`config.mk`:
```
export PLATFORM = sky130hd
export DESIGN_NAME = ip_tcp_checksum_generator
export DESIGN_NICKNAME = d
export VERILOG_FILES = /design/src/rtl/core/itcg_pkg.sv /design/src/rtl/core/ip_tcp_checksum_generator.sv /design/src/rtl/core/itcg_accum.sv /design/src/rtl/core/itcg_fold.sv
export SDC_FILE = /design/constraint.sdc
export NUM_CORES = 1
export LEC_CHECK = 0
export BUFFER_PORTS_ARGS = -buffer_cell sky130_fd_sc_hd__buf_2
export CAP_MARGIN = 30
export CORE_ASPECT_RATIO = 1.4
export CORE_UTILIZATION = 55
export DETAILED_ROUTE_END_ITERATION = 12
export PLACE_DENSITY = 0.71
export SLEW_MARGIN = 10
export SYNTH_ARGS = -nofsm -noshare
export SYNTH_HDL_FRONTEND = slang
export SYNTH_SLANG_ARGS = --single-unit
```
`constraint.sdc`:
```
create_clock -name clk_i -period 13 [get_ports clk_i]
set_clock_uncertainty 0.1 [all_clocks]
set_input_delay 0.65 -clock clk_i [delete_from_list [all_inputs] [get_ports clk_i]]
set_output_delay 0.65 -clock clk_i [all_outputs]
set_load 0.02 [all_outputs]
```
`src/rtl/core/itcg_pkg.sv`:
```
// Shared types, constants and helpers of the IP/TCP checksum generator.
// No dependencies; used by itcg_accum, itcg_fold and ip_tcp_checksum_generator.
package itcg_pkg;

  localparam int unsigned MAX_PACKET_WORDS_DEF = 32768;

  localparam int unsigned WORD_W = 16;
  localparam int unsigned KIND_W = 2;
  localparam int unsigned LEN_W  = 16;
  localparam int unsigned HDR_W  = 6;
  localparam int unsigned ACC_W  = 32;
  localparam int unsigned OFF_W  = 17;

  // Mode codes as sampled from the kind field
  localparam logic [KIND_W-1:0] MODE_IP  = 2'd0;
  localparam logic [KIND_W-1:0] MODE_TCP = 2'd1;

  localparam logic [OFF_W-1:0] IP_CKSUM_OFF  = 17'd10;
  localparam logic [OFF_W-1:0] TCP_CKSUM_OFF = 17'd16;
  localparam logic [OFF_W-1:0] ADDR_START    = 17'd12;
  localparam logic [OFF_W-1:0] ADDR_END      = 17'd20;
  localparam logic [WORD_W-1:0] PROTO_TCP    = 16'd6;

  // Snapshot of a packet's sum, handed to the fold stage on the last word
  typedef struct packed {
    logic [KIND_W-1:0] mode;
    logic [LEN_W-1:0]  length;
    logic [ACC_W-1:0]  acc;
  } snap_t;

  // Word at byte offset off of a region of len bytes; zero outside the region
  // and at the skipped checksum word, low byte dropped on an odd tail.
  function automatic logic [WORD_W-1:0] region_word(
    input logic [WORD_W-1:0] w,
    input logic [OFF_W-1:0]  off,
    input logic [LEN_W-1:0]  len,
    input logic [OFF_W-1:0]  skip
  );
    logic [WORD_W-1:0] res;
    res = w;
    if (off >= {1'b0, len} || off == skip) begin
      res = '0;
    end else if (off + 17'd1 == {1'b0, len}) begin
      res = {w[15:8], 8'h00};
    end
    return res;
  endfunction

endpackage

```
`src/rtl/core/ip_tcp_checksum_generator.sv`:
```
// Top level of the IP header / TCP segment checksum generator.
// Depends on itcg_pkg, itcg_accum and itcg_fold.
//
//   channel  direction  handshake               payload
//   input    in         in_valid_i/in_stall_o   data_word, kind, segment_length, first, last
//   output   out        out_valid_o/out_stall_i checksum, status
//
// One packet word is taken per cycle unless a word marked last waits on a blocked
// snapshot; the adder on the running sum and the word counter set that figure.
// A word marked last shows its result once it has passed the input register,
// then the sum snapshot, then the folded result register.
// Reset clears all control and packet state; no clearing pass is needed.
// A stall on the output holds the result register, then backs up through the
// snapshot and input registers; words without last keep flowing while only
// the snapshot is blocked.
module ip_tcp_checksum_generator #(
  parameter int unsigned MAX_PACKET_WORDS = itcg_pkg::MAX_PACKET_WORDS_DEF
) (
  input  logic                          clk_i,
  input  logic                          rst_ni,
  input  logic                          in_valid_i,
  output logic                          in_stall_o,
  input  logic [itcg_pkg::WORD_W-1:0]   data_word_i,
  input  logic [itcg_pkg::KIND_W-1:0]   kind_i,
  input  logic [itcg_pkg::LEN_W-1:0]    segment_length_i,
  input  logic                          first_i,
  input  logic                          last_i,
  output logic                          out_valid_o,
  input  logic                          out_stall_i,
  output logic [itcg_pkg::WORD_W-1:0]   checksum_o,
  output logic                          status_o
);

  logic            snap_valid;
  logic            snap_stall;
  itcg_pkg::snap_t snap;

  // Running sum and packet state
  itcg_accum #(
    .MAX_PACKET_WORDS(MAX_PACKET_WORDS)
  ) u_accum (
    .clk_i            (clk_i),
    .rst_ni           (rst_ni),
    .in_valid_i       (in_valid_i),
    .in_stall_o       (in_stall_o),
    .data_word_i      (data_word_i),
    .kind_i           (kind_i),
    .segment_length_i (segment_length_i),
    .first_i          (first_i),
    .last_i           (last_i),
    .snap_valid_o     (snap_valid),
    .snap_o           (snap),
    .snap_stall_i     (snap_stall)
  );

  // Fold and complement into the result register
  itcg_fold u_fold (
    .clk_i        (clk_i),
    .rst_ni       (rst_ni),
    .snap_valid_i (snap_valid),
    .snap_i       (snap),
    .snap_stall_o (snap_stall),
    .out_valid_o  (out_valid_o),
    .out_stall_i  (out_stall_i),
    .checksum_o   (checksum_o),
    .status_o     (status_o)
  );

endmodule

```
`src/rtl/core/itcg_accum.sv`:
```
// Input register, per-packet state and running sum of the checksum generator.
// Depends on itcg_pkg; feeds snapshots to itcg_fold.
module itcg_accum #(
  parameter int unsigned MAX_PACKET_WORDS = itcg_pkg::MAX_PACKET_WORDS_DEF
) (
  input  logic                          clk_i,
  input  logic                          rst_ni,
  input  logic                          in_valid_i,
  output logic                          in_stall_o,
  input  logic [itcg_pkg::WORD_W-1:0]   data_word_i,
  input  logic [itcg_pkg::KIND_W-1:0]   kind_i,
  input  logic [itcg_pkg::LEN_W-1:0]    segment_length_i,
  input  logic                          first_i,
  input  logic                          last_i,
  output logic                          snap_valid_o,
  output itcg_pkg::snap_t               snap_o,
  input  logic                          snap_stall_i
);

  localparam int unsigned IDX_W = $clog2(MAX_PACKET_WORDS + 1);
  localparam logic [IDX_W-1:0] IDX_MAX = IDX_W'(MAX_PACKET_WORDS);

  // Input register
  logic                        v1_q;
  logic [itcg_pkg::WORD_W-1:0] word_q;
  logic [itcg_pkg::KIND_W-1:0] kind_q;
  logic [itcg_pkg::LEN_W-1:0]  seglen_q;
  logic                        first_q;
  logic                        last_q;

  // Packet state
  logic [itcg_pkg::ACC_W-1:0]  acc_q, acc_d;
  logic [IDX_W-1:0]            idx_q, idx_d;
  logic [itcg_pkg::HDR_W-1:0]  hdr_q, hdr_d;
  logic [itcg_pkg::KIND_W-1:0] mode_q, mode_d;
  logic [itcg_pkg::LEN_W-1:0]  len_q, len_d;

  logic            v2_q, v2_d;
  itcg_pkg::snap_t snap_q;

  logic s2_free, s1_go, s1_load;
  logic [IDX_W-1:0]            idx_eff;
  logic [itcg_pkg::ACC_W-1:0]  acc_base;
  logic [itcg_pkg::OFF_W-1:0]  boff, hdr_off;
  logic [itcg_pkg::WORD_W-1:0] add_a, add_b;
  logic                        in_range;

  assign s2_free    = !v2_q || !snap_stall_i;
  assign s1_go      = v1_q && (!last_q || s2_free);
  assign s1_load    = !v1_q || s1_go;
  assign in_stall_o = !s1_load;

  always_comb begin
    mode_d   = first_q ? kind_q : mode_q;
    len_d    = first_q ? seglen_q : len_q;
    hdr_d    = first_q ? {word_q[11:8], 2'b00} : hdr_q;
    idx_eff  = first_q ? '0 : idx_q;
    acc_base = first_q ? '0 : acc_q;
    in_range = idx_eff < IDX_MAX;
    boff     = itcg_pkg::OFF_W'({idx_eff, 1'b0});
    hdr_off  = itcg_pkg::OFF_W'(hdr_d);
    add_a    = '0;
    add_b    = '0;
    if (in_range) begin
      if (mode_d == itcg_pkg::MODE_IP) begin
        add_a = itcg_pkg::region_word(word_q, boff, len_d, itcg_pkg::IP_CKSUM_OFF);
      end else if (mode_d == itcg_pkg::MODE_TCP) begin
        if (boff >= itcg_pkg::ADDR_START && boff < itcg_pkg::ADDR_END) begin
          add_a = word_q;
        end
        if (boff >= hdr_off) begin
          add_b = itcg_pkg::region_word(word_q, boff - hdr_off, len_d,
                                        itcg_pkg::TCP_CKSUM_OFF);
        end
      end
    end
    acc_d = acc_base + itcg_pkg::ACC_W'(add_a) + itcg_pkg::ACC_W'(add_b);
    idx_d = in_range ? idx_eff + IDX_W'(1) : idx_eff;
    v2_d  = v2_q;
    if (s2_free) begin
      v2_d = s1_go && last_q;
    end
  end

  always_ff @(posedge clk_i or negedge rst_ni) begin
    if (!rst_ni) begin
      v1_q   <= 1'b0;
      v2_q   <= 1'b0;
      acc_q  <= '0;
      idx_q  <= '0;
      hdr_q  <= '0;
      mode_q <= '0;
      len_q  <= '0;
    end else begin
      if (s1_load) begin
        v1_q <= in_valid_i;
      end
      v2_q <= v2_d;
      if (s1_go) begin
        acc_q  <= acc_d;
        idx_q  <= idx_d;
        hdr_q  <= hdr_d;
        mode_q <= mode_d;
        len_q  <= len_d;
      end
    end
  end

  always_ff @(posedge clk_i) begin
    if (s1_load && in_valid_i) begin
      word_q   <= data_word_i;
      kind_q   <= kind_i;
      seglen_q <= segment_length_i;
      first_q  <= first_i;
      last_q   <= last_i;
    end
    if (s2_free && s1_go && last_q) begin
      snap_q.mode   <= mode_d;
      snap_q.length <= len_d;
      snap_q.acc    <= acc_d;
    end
  end

  assign snap_valid_o = v2_q;
  assign snap_o       = snap_q;

endmodule

```
`src/rtl/core/itcg_fold.sv`:
```
// Fold, pseudo-header add and complement, with the result register.
// Depends on itcg_pkg; takes snapshots from itcg_accum.
module itcg_fold (
  input  logic                        clk_i,
  input  logic                        rst_ni,
  input  logic                        snap_valid_i,
  input  itcg_pkg::snap_t             snap_i,
  output logic                        snap_stall_o,
  output logic                        out_valid_o,
  input  logic                        out_stall_i,
  output logic [itcg_pkg::WORD_W-1:0] checksum_o,
  output logic                        status_o
);

  logic                        out_valid_q;
  logic [itcg_pkg::WORD_W-1:0] checksum_q, checksum_d;
  logic                        status_q, status_d;
  logic                        load;
  logic [16:0]                 s1, t2;
  logic [15:0]                 s2, t3;
  logic [17:0]                 t1;

  assign load         = !out_valid_q || !out_stall_i;
  assign snap_stall_o = !load;

  always_comb begin
    s1 = {1'b0, snap_i.acc[15:0]} + {1'b0, snap_i.acc[31:16]};
    s2 = s1[15:0] + {15'd0, s1[16]};
    t1 = {2'b00, s2} + {2'b00, itcg_pkg::PROTO_TCP} + {2'b00, snap_i.length};
    t2 = {1'b0, t1[15:0]} + {15'd0, t1[17:16]};
    t3 = t2[15:0] + {15'd0, t2[16]};
    if (snap_i.mode == itcg_pkg::MODE_IP) begin
      checksum_d = ~s2;
      status_d   = 1'b0;
    end else if (snap_i.mode == itcg_pkg::MODE_TCP) begin
      checksum_d = ~t3;
      status_d   = 1'b0;
    end else begin
      checksum_d = '0;
      status_d   = 1'b1;
    end
  end

  always_ff @(posedge clk_i or negedge rst_ni) begin
    if (!rst_ni) begin
      out_valid_q <= 1'b0;
    end else if (load) begin
      out_valid_q <= snap_valid_i;
    end
  end

  always_ff @(posedge clk_i) begin
    if (load && snap_valid_i) begin
      checksum_q <= checksum_d;
      status_q   <= status_d;
    end
  end

  assign out_valid_o = out_valid_q;
  assign checksum_o  = checksum_q;
  assign status_o    = status_q;

endmodule

```
# Word-level counts from Yosys, hierarchy flattened
# Index checks and enable logic that the tools add are counted.
[word_totals] ff_bits=178 mem_count=0 in_bits=40 output_inout_bits=19 mem_bits_ro=0 elab_cells=86 ram_bits=0 latchBits=0
[classes] n_div=0 n_bitwise=2 muxes=21 eq_ne=6 addsub=12 reduce_logical=21 shifts=0 n_lt_le_gt_ge=6 mul=0
[ops] op="2-to-1 mux 16 bit" n=15
[ops] op="adder 32 x 16 -> 32 bit" n=2
[ops] op="adder 17 x 1 -> 17 bit (second input constant)" n=2
[ops] op="== test 17 x 16 -> 1 bit" n=2
[ops] op="greater-or-equal comparator 17 x 16 -> 1 bit" n=2
[ops] op="adder 16 x 1 -> 16 bit" n=2
[ops] op="2-to-1 mux 32 bit" n=1
[ops] op="NOT 16 bit" n=2
[ops] op="adder 18 x 16 -> 18 bit" n=1
[ops] op="adder 16 x 16 -> 17 bit" n=1
[ops] op="adder 16 x 2 -> 17 bit" n=1
[ops] op="adder 16 x 3 -> 17 bit (second input constant)" n=1
[ops] op="== test 17 x 5 -> 1 bit (second input constant)" n=1
[ops] op="greater-or-equal comparator 17 x 4 -> 1 bit (second input constant)" n=1
[ops] op="greater-or-equal comparator 17 x 6 -> 1 bit" n=1
[ops] op="< comparator 17 x 5 -> 1 bit (second input constant)" n=1
[ops] op="subtractor 17 x 6 -> 17 bit" n=1
[ops] op="adder 16 x 1 -> 16 bit (second input constant)" n=1
[ops] op="== test 16 x 3 -> 1 bit (second input constant)" n=1
[ops] op="< comparator 16 bit (second input constant)" n=1
[ops] op="2-to-1 mux 8 bit" n=2
[ops] op="logical AND 1 bit" n=7
[ops] op="zero test 1 bit" n=6
[ops] op="logical OR 1 bit" n=6
[ops] op="other kinds (5)" n=7

# Logic depth before layout (Yosys ltp)
[logic_depth] word_depth=11 mapped_depth=46 depth_no_buf=43

# Hierarchy
# A second synthesis with hierarchy kept.
[hier_totals] hier_cells=1409 area_unflattened_um2=13342.8
[modules_own_cells] module="itcg_accum" seq_area_each_um2=4434.3 area_per_inst_um2=9814.4 instances=1 cells_per_inst=984
[modules_own_cells] module="itcg_fold" seq_area_each_um2=535.5 area_per_inst_um2=3528.4 instances=1 cells_per_inst=425

# Least setup slack after synthesis
# Ideal clock, no wire load.
[synth_path] path_type="register to register" from="reg u_accum.first_q" to="reg u_accum.acc_q[25] in the netlist's numbering" required_time_ps=12774 n_path_buf=7 arrival_time_ps=8187 setup_time_ps=126 period_less_slack_ps=8413 stages_incl_launch_ff=34 path_slack_ps=4587 cell_sequence="edfxtp_1 buf_2 buf_2 buf_2 buf_1 clkbuf_1 buf_1 mux2i_1 ha_1 buf_2 and3_1 a221o_1 nor3_1 xor2_1 ha_1 a211oi_1 nand2_1 a211oi_1 o31a_1 nand4_1 fa_1 inv_1 ha_1 fa_1 a21o_1 a21oi_1 o21bai_1 a21oi_1 o31a_1 o21ai_0 a21oi_1 nand4b_1 nor3_1 a221o_1"
[synth_via] elab_chain_len=11 elab_cells_between_ends=37 classes_between="5 x add/sub; 6 x order compare; 5 x eq/ne; 17 x mux; 4 x reduce/logical"
[synth_rtl] element="from (decl)" line_no="itcg_accum.sv:28" source="logic first_q;"
[synth_rtl] element="from (signal assigned)" line_no="itcg_accum.sv:114" source="first_q <= first_i;"
[synth_rtl] element="2-to-1 mux 6 bit / 2-to-1 mux 16 bit (equally long branches)" line_no="itcg_accum.sv:56, itcg_accum.sv:57"
[synth_rtl] element="subtractor 17 x 6 -> 17 bit" line_no="itcg_accum.sv:72" source="add_b = itcg_pkg::region_word(word_q, boff - hdr_off, len_d,"
[synth_rtl] element="adder 17 x 1 -> 17 bit" line_no="itcg_pkg.sv:43" source="end else if (off + 17'd1 == {1'b0, len}) begin"
[synth_rtl] element="== test 17 x 16 -> 1 bit" line_no="itcg_pkg.sv:43"
[synth_rtl] element="2-to-1 mux 8 bit" line_no="itcg_pkg.sv:43"
[synth_rtl] element="2-to-1 mux 16 bit" line_no="itcg_pkg.sv:41" source="if (off >= {1'b0, len} || off == skip) begin"
[synth_rtl] element="2-to-1 mux 16 bit" line_no="itcg_accum.sv:71" source="if (boff >= hdr_off) begin"
[synth_rtl] element="2-to-1 mux 16 bit" line_no="itcg_accum.sv:67" source="end else if (mode_d == itcg_pkg::MODE_TCP) begin"
[synth_rtl] element="2-to-1 mux 16 bit" line_no="itcg_accum.sv:65" source="if (mode_d == itcg_pkg::MODE_IP) begin"
[synth_rtl] element="2-to-1 mux 16 bit" line_no="itcg_accum.sv:64" source="if (in_range) begin"
[synth_rtl] element="adder 32 x 16 -> 32 bit (*)" line_no="itcg_accum.sv:77" source="acc_d = acc_base + itcg_pkg::ACC_W'(add_a) + itcg_pkg::ACC_W'(add_b);"
[synth_rtl] element="to (signal assigned)" line_no="itcg_accum.sv:89" source="acc_q <= '0;"
[synth_rtl] element="to (signal assigned)" line_no="itcg_accum.sv:100" source="acc_q <= acc_d;"
[synth_rtl] element="to (decl)" line_no="itcg_accum.sv:32" source="logic [itcg_pkg::ACC_W-1:0] acc_q, acc_d;"
# Every way passes the cells marked *; elsewhere a longest branch is shown, timed or not.
# A chain may end at the register's enable or synchronous reset.

# Worst setup path in the final report
[layout_path] from="reg u_accum.snap_q, in the netlist u_accum.snap_o[0]" to="reg u_fold.checksum_q, in the netlist u_fold.checksum_o[10], data pin"
[layout_via] elab_chain_len=9 elab_cells_between_ends=10 classes_between="6 x add/sub; 2 x mux; 2 x bitwise"
[layout_rtl] element="from (decl)" line_no="itcg_accum.sv:39" source="itcg_pkg::snap_t snap_q;"
[layout_rtl] element="adder 16 x 16 -> 17 bit (*)" line_no="itcg_fold.sv:27" source="s1 = {1'b0, snap_i.acc[15:0]} + {1'b0, snap_i.acc[31:16]};"
[layout_rtl] element="adder 16 x 1 -> 16 bit (*)" line_no="itcg_fold.sv:28" source="s2 = s1[15:0] + {15'd0, s1[16]};"
[layout_rtl] element="adder 16 x 3 -> 17 bit" line_no="itcg_fold.sv:29" source="t1 = {2'b00, s2} + {2'b00, itcg_pkg::PROTO_TCP} + {2'b00, snap_i.length};"
[layout_rtl] element="adder 18 x 16 -> 18 bit" line_no="itcg_fold.sv:29"
[layout_rtl] element="adder 16 x 2 -> 17 bit" line_no="itcg_fold.sv:30" source="t2 = {1'b0, t1[15:0]} + {15'd0, t1[17:16]};"
[layout_rtl] element="adder 16 x 1 -> 16 bit" line_no="itcg_fold.sv:31" source="t3 = t2[15:0] + {15'd0, t2[16]};"
[layout_rtl] element="NOT 16 bit" line_no="itcg_fold.sv:36" source="checksum_d = ~t3;"
[layout_rtl] element="2-to-1 mux 16 bit" line_no="itcg_fold.sv:35" source="end else if (snap_i.mode == itcg_pkg::MODE_TCP) begin"
[layout_rtl] element="2-to-1 mux 16 bit (*)" line_no="itcg_fold.sv:32" source="if (snap_i.mode == itcg_pkg::MODE_IP) begin"
[layout_rtl] element="net u_fold.checksum_d, one bit" line_no="itcg_fold.sv:16" source="logic [itcg_pkg::WORD_W-1:0] checksum_q, checksum_d;"
[layout_rtl] element="to (signal assigned)" line_no="itcg_fold.sv:54" source="checksum_q <= checksum_d;"
[layout_rtl] element="to (decl)" line_no="itcg_fold.sv:16"
# The timed path passes the listed nets; every way through them passes the cells marked *.

==> run metrics <==
critical path's largest stage delay=around 550 ps; Slowest-stage cell, CP=a221oi_1; EDFF count, synth=103; critical path arrival=between 9000 and 10000 ps; Post-DRT Antenna Nets=0; IO buf count=58; first-pass GRT wire length=56.1 mm; setup TNS after final layout=0 ps; final non-filler cell area=around 0.015 mm²; placed inst area=0.0145 mm²; P&R area growth vs syn=8.87%; largest net degree at the start of global routing=between 60 and 70; Rel. slew slack=35.2%; Cell Rows=68; internal power=1410 µW; Max Root-Sink Buffers=2; Synth Area per Inst=9.14 µm²; Detailed Route Iter0 Violations=712; Final Hold Viols=0; ys async rst share=42.1%; Syn Inst Count=1520; Worst Path Max Fanout=10; Sw Ratio=between 40% and 50%; DP Cell Count=1846; most used cell, CP=ha_1; n_diodes=0; Hold Crit Class=input port to flop; clk_lat worst skew=450 ps; grt ovf=0; CP top delay family=compound AO/OA/AOI/OAI gates; Synthesized Nets=1678; run status=complete, no violations; HPWL Detailed=26.6 mm; power share of the sequential group=29.4%; Total Nets Final=roughly 1700; Post-Syn Area=0.0139 mm²; clock share of power=about 22%; drt pass-1 iters=5; yosys warns=0; post-CTS sizing=0; detailed-route wire length per cell=18.3 µm; die area=0.0259 mm²; combinational share of power=48.4%; register bit total from synthesis=178; Top FF cell, synth=edfxtp_1; number of CTS-inserted buffers=17; # IOs=about 60; Tightest Pin Transition=958 ps; startpoint types=flop; Hold-fix buffers, CTS=1; Fmax=105 MHz; LEAKAGE=0.00645 µW; RSZ-0062 raised after global routing=false; initial antenna violation count=0; # DRC=0; Net Sw Power=1040 µW; distinct cell type count of the synthesized netlist=84; GP Congestion=roughly 1; CTS root buf=clkbuf_16; Setup CP Type=flop to flop; hold slack=275 ps; Max Transition Viols Final=0; setup bufs post-CTS=0; CP endpoint kind=flop; Clock transition at path regs=80 ps; Max-Cap Viols=0; Non-Filler Instances=approximately 1900; PD cells=162 mW/mm²; CORE AREA=0.0248 mm²; CTS tree=yes; share of cells above drive strength 1=9.33%; Post-Route WL=34.5 mm; sequential area share after synthesis=35.8%; Initial Utilization=56.1%; Buf/Inv on CP=0; CTS H-tree depth=4; All-Layer GR Usage=28.0%; vias=between 10000 and 15000; DR vias/cell=6.07; crit share post-route=73.4%; Final min period=9550 ps; Die Wd=around 140 µm; vias in the first global route=~11000; clk sinks=178; chip height=between 150 and 200 µm; Crit path required time=roughly 13000 ps; Setup violations, final=0; peak supply drop=between 0.1 and 0.15 mV
[power by group through the flow]
stage,sequential (µW),clock (µW),combinational [µW]
global route,726,571,1300
CTS,718,553,1170
detailed placement,729,0,1160
floorplan,725,0,861
finish,718,544,1180
global placement,727,0,1140
[cell usage after synthesis (6+ instances only)]
| cell | n | area [µm²] |
|---|---|---|
| o21ai_1 | 8 | 40.0 |
| dfrtp_1 | 75 | 1880 |
| or4_1 | 6 | 45.0 |
| o21bai_1 | 8 | 60.1 |
| nor2b_1 | 37 | 231 |
| and2_1 | 12 | 75.1 |
| a21o_1 | 35 | 263 |
| nor3_1 | 40 | 200 |
| a21oi_1 | 85 | 425 |
| ha_1 | 97 | 1210 |
| nand4b_1 | 7 | 61.3 |
| nand2b_1 | 14 | 87.6 |
| inv_1 | 67 | 251 |
| nor4_1 | 17 | 106 |
| xnor2_1 | 94 | 823 |
| o211ai_1 | 10 | 75.1 |
| clkbuf_1 | 41 | 154 |
| buf_2 | 9 | 45.0 |
| and4_1 | 8 | 70.1 |
| fa_1 | 21 | 420 |
| edfxtp_1 | 103 | 3090 |
| nor2_1 | 146 | 548 |
| or2_2 | 15 | 93.8 |
| mux2i_1 | 36 | 360 |
| nand4_1 | 26 | 163 |
| o21a_1 | 13 | 97.6 |
| a31oi_1 | 11 | 68.8 |
| nor3b_1 | 9 | 67.6 |
| xor2_1 | 30 | 263 |
| o21ai_0 | 54 | 270 |
| nand2_1 | 151 | 567 |
| a211oi_1 | 24 | 180 |
| a221o_1 | 7 | 70.1 |
| or3_1 | 8 | 50.1 |
| nand3_1 | 64 | 320 |
| and3_1 | 25 | 156 |
| a211o_1 | 9 | 78.8 |
[worst reg2reg max path: cells and delay by family (launching register included)]
family          cells  cell delay (ps)
compound gates     13             2720
simple gates       14             2520
fa+ha+maj           9             2440
xor+xnor            4              930
flops               1              370
mux                 1              180
[layer usage]
layer	global-route usage [%]	part of all wire, %	up-vias
met5	0	0	-
li1	-	-	5583
met2	49.0	50	379
met4	15.2	5.0	0
met3	3.36	4.2	111
met1	32.9	41	5339
[flip-flops by register name, indices dropped and copies added (netlist names), 2 cells and up]
name	cells
u_accum.acc_q	32
u_accum.hdr_q	6
u_accum.idx_q	16
u_accum.kind_q	2
u_accum.len_q	16
u_accum.mode_q	2
u_accum.seglen_q	16
u_accum.snap_o	50
u_accum.word_q	16
u_fold.checksum_o	16
[final cells by class]
type / count / area (µm²)
Tap cell: 315 / 394
Multi-Input combinational cell: 1216 / 8450
Clock inverter: 15 / 198
Inverter: 70 / 263
Timing Repair Buffer: 69 / 422
Fill cell: 2100 / 9630
Sequential cell: 178 / 4970
Clock buffer: 17 / 425
[final timing paths]
kind                                   start                     to  slack, ps  depth (start not counted)
hold reg to reg            u_accum.acc_q[16]      u_accum.acc_q[16]        370                          2
hold / removal                       first_i        u_accum.first_q        280                          1
setup reg to reg           u_accum.snap_o[0]  u_fold.checksum_o[10]       3450                         41
setup / recovery           u_accum.snap_o[0]  u_fold.checksum_o[10]       3450                         41
max in group asynchronous             rst_ni      u_accum.len_q[10]      11220                          3
min in group asynchronous             rst_ni      u_accum.acc_q[27]        530                          2
[layout by cell type (no fill, tap or decap), drive strengths merged, types with 11 or more instances in the layout]
master  instances
nand2         151
o211ai         11
xnor2          96
nor2          146
edfxtp        103
buf            68
or2            17
and3           25
o21ai          63
nand3          66
ha             97
nand4          26
o21a           13
nor4           18
a21oi          85
nor3           40
mux2i          36
xor2           30
a211oi         29
clkbuf         17
dfrtp          75
a21o           35
a31oi          11
inv            73
nor2b          37
and2           12
fa             21
nand2b         14
[metrics by stage]
| step | worst slack (ps) | power (µW) | utilization (%) |
|---|---|---|---|
| floorplan | 4590 | 1590 | - |
| global placement | 3770 | 1870 | 58.3 |
| detailed placement | 3560 | 1890 | 58.4 |
| CTS | 3540 | 2440 | 61.0 |
| global route | 2640 | 2600 | 61.1 |
| finish | 3450 | 2450 | 61.1 |
[logic make-up (layout without fill, tap and decap cells)]
logic type               count (synthesis)  in the layout  synth area share (%)
flip-flops                             178            178                  35.8
adder cells (fa/ha/maj)                118            118                  11.8
multiplexers                            39             39                  2.84
XOR/XNOR                               127            127                  8.22
AND/OR/NAND/NOR                        602            602                  21.5
AO/OA/AOI/OAI                          330            330                  16.3
buffers and inverters                  126            171                  3.54
(Power assumes the default switching activity.)
